[config.mk]
export PLATFORM = sky130hd
export DESIGN_NAME = cme_front
export DESIGN_NICKNAME = d
export VERILOG_FILES = /design/src/rtl/core/cme_pkg.sv /design/src/rtl/core/cme_front.sv
export SDC_FILE = /design/constraint.sdc
export NUM_CORES = 1
export LEC_CHECK = 0
export ABC_AREA = 1
export BUFFER_PORTS_ARGS = -buffer_cell sky130_fd_sc_hd__buf_4
export CELL_PAD_IN_SITES_DETAIL_PLACEMENT = 0
export CELL_PAD_IN_SITES_GLOBAL_PLACEMENT = 1
export CORE_MARGIN = 5
export CORE_UTILIZATION = 40
export DETAILED_ROUTE_END_ITERATION = 8
export PLACE_DENSITY = 0.73
export SYNTH_ARGS = -nofsm -noshare
export SYNTH_HDL_FRONTEND = slang
export SYNTH_SLANG_ARGS = --single-unit
[constraint.sdc]
create_clock -name clk -period 1.6 [get_ports clk]
set_input_delay 0.4 -clock clk [delete_from_list [all_inputs] [get_ports clk]]
set_output_delay 0.4 -clock clk [all_outputs]
set_load 0.05 [all_outputs]
[src/rtl/core/cme_pkg.sv]
// ----------------------------------------------------------------------------
// cme_pkg
// Shared types and constants for the CIGAR/MD alignment expander.
// ----------------------------------------------------------------------------
`default_nettype none

package cme_pkg;

  // Request codes
  localparam logic [2:0] REQ_QUERY = 3'd0;
  localparam logic [2:0] REQ_CIGAR = 3'd1;
  localparam logic [2:0] REQ_MD    = 3'd2;
  localparam logic [2:0] REQ_FETCH = 3'd3;
  localparam logic [2:0] REQ_START = 3'd4;

  // Error codes
  localparam logic [2:0] ERR_NONE      = 3'd0;
  localparam logic [2:0] ERR_BAD_OP    = 3'd1;
  localparam logic [2:0] ERR_Q_OVERRUN = 3'd2;
  localparam logic [2:0] ERR_MALFORMED = 3'd3;
  localparam logic [2:0] ERR_FULL      = 3'd4;
  localparam logic [2:0] ERR_MD_OVER   = 3'd5;

  // Characters
  localparam logic [7:0] CH_M     = 8'h4D;
  localparam logic [7:0] CH_I     = 8'h49;
  localparam logic [7:0] CH_D     = 8'h44;
  localparam logic [7:0] CH_S     = 8'h53;
  localparam logic [7:0] CH_CARET = 8'h5E;
  localparam logic [7:0] CH_N     = 8'h4E;
  localparam logic [7:0] CH_GAP   = 8'h2D;
  localparam logic [7:0] CH_ZERO  = 8'h30;
  localparam logic [7:0] CH_NINE  = 8'h39;

  localparam logic RES_SUMMARY = 1'b0;
  localparam logic RES_COLUMN  = 1'b1;

  typedef struct packed {
    logic [2:0] req_type;
    logic [7:0] char_value;
    logic       is_last;
  } item_t;

  typedef struct packed {
    logic        result_kind;
    logic [7:0]  query_col;
    logic [7:0]  subject_col;
    logic        col_last;
    logic [12:0] q_begin;
    logic [12:0] q_end;
    logic        s_begin;
    logic [13:0] s_end;
    logic [2:0]  error_code;
  } result_t;

  // Classified command handed from front to back
  typedef struct packed {
    item_t      item;
    logic       is_digit;
    logic [3:0] digit;
  } cmd_t;

endpackage

`default_nettype wire

[src/rtl/core/cme_front.sv]
// ----------------------------------------------------------------------------
// cme_front
// Accepts items, classifies digits and queues them for the back end.
// ----------------------------------------------------------------------------
`default_nettype none

module cme_front (
  input  wire logic           clk,
  input  wire logic           rst,
  input  wire logic           start,
  input  wire cme_pkg::item_t item,
  output logic                busy,
  output logic                cmd_valid,
  output cme_pkg::cmd_t       cmd,
  input  wire logic           cmd_take
);

  cme_pkg::cmd_t entry [2];
  logic          wr_ptr;
  logic          rd_ptr;
  logic [1:0]    count;
  logic          push;
  logic          pop;
  cme_pkg::cmd_t incoming;

  assign busy      = (count == 2'd2);
  assign push      = start && !busy;
  assign cmd_valid = (count != 2'd0);
  assign pop       = cmd_valid && cmd_take;
  assign cmd       = entry[rd_ptr];

  always_comb begin
    incoming.item     = item;
    incoming.is_digit = (item.char_value >= cme_pkg::CH_ZERO) &&
                        (item.char_value <= cme_pkg::CH_NINE);
    incoming.digit    = 4'(item.char_value - cme_pkg::CH_ZERO);
  end

  always_ff @(posedge clk) begin
    if (push) begin
      entry[wr_ptr] <= incoming;
    end
  end

  always_ff @(posedge clk) begin
    if (rst) begin
      wr_ptr <= 1'b0;
      rd_ptr <= 1'b0;
      count  <= 2'd0;
    end else begin
      if (push) wr_ptr <= !wr_ptr;
      if (pop)  rd_ptr <= !rd_ptr;
      count <= count + {1'b0, push} - {1'b0, pop};
    end
  end

endmodule

`default_nettype wire

==> results of run 1 <==
==> routing by layer <==
metal	global-route usage [%]	vias to the layer above	share of wire [%]
li1	-	381	-
met1	11.1	353	37
met2	20.7	26	54
met3	5.90	2	8.1
met4	4.57	0	0.71
met5	0	-	0
==> registers in the layout, indices dropped and copies added, names as in the netlist, named ones only <==
signal,cells
entry,26
rd_ptr,1
count,2
wr_ptr,1
==> path summary, 6_finish.rpt <==
path | from | to
max | register | cmd[2]
min | rst | count[0]
max reg2reg | count[0] | count[1]
min reg2reg | rd_ptr | rd_ptr
==> what timing repair did <==
item                                    CTS  global route
gates resized for setup                  25             2
endpoints found under the setup margin   17            19
endpoints found under the hold margin     0             0
buffers inserted                          0             1
cloned                                    0             0
==> cells by family (layout without fill, tap and decap cells) <==
logic type	Yosys count	after routing	share of synthesized area (%)
DFF	31	31	69.0
and+or+nand+nor	23	23	7.15
buffers and inverters	15	57	6.17
muxes	13	13	14.4
AOI/OAI and AO/OA	3	3	1.37
adders and majority gates	2	2	1.96
==> layout by cell type (no fill, tap or decap) <==
cell type	Yosys	routed
buf_4	4	20
o21a_1	1	1
mux2_4	10	13
dfxtp_2	0	2
clkbuf_1	0	3
buf_6	1	17
ha_1	2	2
nand3_1	4	4
edfxtp_1	26	26
clkbuf_4	0	5
nor2_1	11	11
buf_8	0	2
inv_1	10	10
nand2_1	8	7
nand2_2	0	1
dfxtp_1	5	3
a21oi_1	2	2
==> power breakdown <==
part           leakage [nW]  total, mW  internal (mW)  switching, mW
sequential            0.285       1.09           1.04         0.0574
clock                0.0265      0.404          0.175          0.229
combinational         0.428       1.56          0.613          0.945
total                 0.740       3.06           1.83           1.23
==> layout make-up <==
class,count,area [µm²]
Timing Repair Buffer,39,372
Fill cell,284,1330
Tap cell,44,55.1
Clock buffer,8,48.8
Sequential cell,31,883
Inverter,10,37.5
Multi-Input combinational cell,41,332
==> worst max-delay path, cell delays in order (launching register included) <==
cell	delay [ns]
dfxtp_2	0.34
buf_6	0.14
mux2_4	0.32
buf_6	0.16
==> through the flow <==
stage | setup slack [ns] | TNS [ns] | utilization, % | instance area [µm²] | power, mW
6_report | -0.0789 | -1.17 | 56.6 | 1730 | 3.06
5_1_grt | -0.142 | -2.24 | 56.6 | 1730 | 3.24
4_1_cts | -0.0975 | -1.48 | 56.2 | 1720 | 3.07
3_5_place_dp | 0.0517 | 0 | 51.6 | 1580 | 2.51
3_3_place_gp | 0.0958 | 0 | 51.6 | 1580 | 2.48
2_1_floorplan | 0.0374 | 0 | - | 1280 | 2.16
==> impl_results.md, run 1 <==
* Rel. slew slack at ~88%
* CTS clk-pin slew, worst paths at approximately 0.08 ns
* Die Ht at between 60 and 70 µm
* First-pass GRT wire length at 3590 µm
* Synth unique cells at 13
* MaxCap Viol Count at 0
* Worst-path maximum fanout at 6
* Vias in the first global route at between 800 and 900
* Number of vias per cell at approximately 4.4
* DR DRC count at 0
* Syn Area/Cell at 14.7 µm²
* Post-route minimum period at about 1.7 ns
* Final WL at about 2200 µm
* Core Region at about 3100 µm²
* Net count after synthesis at 105
* Worst VDD drop at 1.21 mV
* Status: complete, but fails checks
* Worst Setup End Kind: primary output
* Synth warnings at 0
* Pwr/cell area at ~1800 nW/µm²
* HPWL after DPL at between 1500 and 2000 µm
* Fin crit share at 105%
* Gr usage total at a little under an eighth
* Drt first pass iters at 3
* Layout Skew at approximately 0.0064 ns
* FMAX at roughly 600 MHz
* FFs w/ async S/R, synth at 0%
* TritonCTS buffer count at 5
* Area contributors post-synth: edfxtp_1 61%, mux2_4 12%, dfxtp_1 7.8%, nor2_1 3.2%, inv_1 2.9%
* HP Class: primary input to register
* Critical path startpoint category: register
* DR vias at 762
* Setup violators final at 17
* Pin slew with the least headroom to its limit at approximately 0.19 ns
* Clock sink count at 31
* # diodes at 0
* Critical path arrival at around 1.3 ns
* Clock buffer depth at 2
* Final Slew Violations at 0
* #FFs+latches synth at 31
* Initial antenna violation count at 0
* Register area share after synthesis at roughly 69%
* Placed Cells at approximately 160
* Grt ovf at 0
* Routed length per instance at 13.0 µm
* FP Rows at 20
* Clk root buf: clkbuf_4
* DRT antenna net count at 0
* GP Congestion at ~0.83
* 1st-iter DRT viols at 4
* CTS tree: done
* Hold path depth at 2
* Final hold viol count at 0
* Synth top area share at slightly above 60%
* Failing checks: negative setup slack
* Worst-Skew Late Latency at between 0.3 and 0.4 ns
* Initial Utilization at between 40% and 50%
* Top-count cell post-synth: edfxtp_1
* Largest net degree at the start of global routing at 14
* Worst Slack Setup Final at -0.0789 ns
* P_leak at 0.740 nW
* Fraction of layout cells with a size suffix above 1 at between 40 and 50%
* Synth cell count leaders: 26 x edfxtp_1, 11 x nor2_1, 10 x inv_1, 10 x mux2_4, 8 x nand2_1
* Final Non-Filler Cells at around 170
* WHS at 0.235 ns
* IO buf count at 34
* Die W at between 60 and 70 µm
* Syn Std Cell Area at 1280 µm²
* H-Tree Depth at 2
* Top_reg_cell synth: edfxtp_1
* Nets at about 150
* WS Path Type: register to primary output
* RSZ-0062 raised after global routing: yes
* Reg2reg setup slack at between 0.1 and 0.15 ns
* Leading area contributor after synthesis: edfxtp_1
* Die Area at 4420 µm²
* # IOs at 35
* Post-synth EDFFs at 26
* Syn-to-layout area delta at 35.3%
* Worst reg-to-reg path cell count at 10
* Mapped Cells at between 80 and 90
* Hold buffer count at cts at 0
* Required time worst endpoint at around 1.2 ns
(Power assumes the default switching activity.)
==> inputs of run 2 (changes only) <==
Settings changed: CORE_ASPECT_RATIO from default to 0.5, SLEW_MARGIN from default to 40.
==> impl_results.md, run 2 (same netlist as run 1, synthesis figures left out) <==
* Grt ovf at 0 (unchanged)
* Final Slew Violations at 0 (unchanged)
* Pwr/cell area at 1890 nW/µm² (+6.8%)
* Rel. slew slack at 87.4% (-0.24 points)
* TritonCTS buffer count at 5 (unchanged)
* Clock sink count at 31 (unchanged)
* Post-route minimum period at 1.68 ns (+0.00353 ns)
* Commonest non-fill, non-tap cell in the layout: edfxtp_1
* Fraction of layout cells with a size suffix above 1 at 46.9% (+0.36 points)
* Worst reg-to-reg path cell count at 10 (unchanged)
* Worst VDD drop at 0.858 mV (-29%)
* Clock power share at 21.2% (+8.0 points)
* Hold buffer count at cts at 0 (unchanged)
* Worst Slack Setup Final at -0.0824 ns (-0.00353 ns)
* GP Congestion at 0.685 (-17%)
* Clock buffer depth at 2 (unchanged)
* Int Pwr at 2.14 mW (+17%)
* # IOs at 35 (unchanged)
* Vias in the first global route at 747 (-7.7%)
* DR vias at 748 (-1.8%)
* Largest net degree at the start of global routing at 14 (unchanged)
* Top delay family on crit path: flip-flops
* Gate power share at 46.4% (-4.6 points)
* Top Registers: entry: 26 flops, count: 2 flops
* Reg2reg setup slack at 0.13 ns (+0.02 ns)
* Sw frac at 37.3% (-3.0 points)
* Core Region at 3030 µm² (-0.74%)
* RSZ-0062 raised after global routing: yes
* Drt first pass iters at 4 (+1)
* Critical path's slowest cell: dfxtp_4
* Worst path cell trace: buf_12, mux2_4, buf_6
* Die W at 89.9 µm (+35%)
* P_leak at 0.773 nW (+4.5%)
* Initial antenna violation count at 0 (unchanged)
* Total power draw at 3.41 mW (+12%)
* Number of vias per cell at 4.45 (+1.1%)
* Crit. path cell count at 3 (unchanged)
* Routed length per instance at 12.7 µm (-2.3%)
* Commonest non-fill, non-tap cells in the layout: 26 x edfxtp_1, 19 x buf_4, 14 x buf_6
* FP Rows at 14 (-30%)
* DR DRC count at 0 (unchanged)
* Critical path startpoint category: register
* WS Path Type: register to primary output
* Initial Utilization at 42.2% (+0.31 points)
* Hold path depth at 2 (unchanged)
* # Post-CTS Setup Buffers at 0 (unchanged)
* WP buf/inv at 2 (unchanged)
* Nets at 145 (-0.68%)
* 1st-iter DRT viols at 31 (+27)
* First-pass GRT wire length at 3430 µm (-4.6%)
* IO buf count at 34 (unchanged)
* Clk root buf: clkbuf_8
* Max stage delay on crit path at 0.39 ns (+0.05 ns)
* Status: complete, but fails checks
* Layout Skew at 0.00387 ns (-0.00249 ns)
* CTS tree: done
* FF-to-FF Start: count[0]
* Worst-Skew Late Latency at 0.27 ns (-0.04 ns)
* # diodes at 0 (unchanged)
* Fin crit share at 105% (+0.22 points)
* Psw at 1.27 mW (+3.1%)
* Post-Place Worst Slack at 0.0744 ns (+0.0227 ns)
* Max reg flops at 26 (unchanged)
* Die Ht at 50.0 µm (-25%)
* Fin area at 1800 µm² (+4.4%)
* Worst-path maximum fanout at 7 (+1)
* Hold_sp: rst
* Failing checks: negative setup slack
* H-Tree Depth at 2 (unchanged)
* HPWL after DPL at 1480 µm (-12%)
* Part of the power in registers at 32.5% (-3.3 points)
* Pin slew with the least headroom to its limit at 0.189 ns (+0.00365 ns)
* MaxCap Viol Count at 0 (unchanged)
* CTS clk-pin slew, worst paths at 0.06 ns (-0.02 ns)
* FMAX at 594 MHz (-0.21%)
* Required time worst endpoint at 1.20 ns (about the same)
* Final WL at 2130 µm (-5.2%)
* Setup violators final at 17 (unchanged)
* Placement Cell Area at 1580 µm² (unchanged)
* Worst Setup End Kind: primary output
* Final hold viol count at 0 (unchanged)
* Critical path arrival at 1.28 ns (about the same)
* Gr usage total at 10.1% (-1.4 points)
* Die Area at 4490 µm² (+1.6%)
* Biggest register: entry
* Syn-to-layout area delta at 41.2%
* DRT antenna net count at 0 (unchanged)
* HP Class: primary input to register
[run 2: worst paths after layout]
kind	endpoint
min	count[0]
max reg2reg	count[1]
max	cmd[8]
min reg2reg	rd_ptr
[run 2: layout make-up]
type | count | area (µm²)
clock buffers | 5 | 68.8
clock inverters | 3 | 38.8
fillers | 256 | 1230
inverters | 10 | 37.5
multi-input cells | 41 | 332
flip-flops and latches | 31 | 885
well taps | 40 | 50.0
repair buffers | 38 | 393
[run 2: what timing repair did]
action | CTS | global route
setup endpoints to repair | 17 | 18
pin swaps | 0 | 0
resized for setup | 26 | 1
gates cloned | 1 | 0
[run 2: metrics by stage]
stage	hold slack (ns)	instances	util (%)	TNS, ns
floorplan	0.467	87	-	0
global placement	0.488	159	52.0	0
detailed placement	0.495	159	52.0	0
CTS	0.276	168	59.5	-1.41
global route	0.272	168	59.5	-1.72
finish	0.286	168	59.5	-1.09
[run 2: worst register-to-register path, delay by kind of cell (launching register included)]
kind | cells | cell delay, ns
fa+ha+maj | 2 | 0.45
flops | 1 | 0.35
simple gates | 4 | 0.27
buf+inv | 3 | 0.16
compound gates | 1 | 0.15
[run 2: routing by layer]
| layer | vias up | wire [µm] | GRT usage [%] |
|---|---|---|---|
| met2 | 19 | 1110 | 17.6 |
| li1 | 380 | - | - |
| met3 | 3 | 106 | 3.50 |
| met4 | 0 | 27 | 5.94 |
| met5 | - | 0 | 0 |
| met1 | 346 | 885 | 10.8 |
[run 2: power by group through the flow]
stage          sequential [mW]  clock [mW]  combinational (mW)
3_3_place_gp              1.10           0                1.40
2_1_floorplan             1.09           0                1.06
3_5_place_dp              1.10           0                1.41
5_1_grt                   1.12       0.787                1.67
4_1_cts                   1.11       0.741                1.59
6_report                  1.11       0.721                1.58
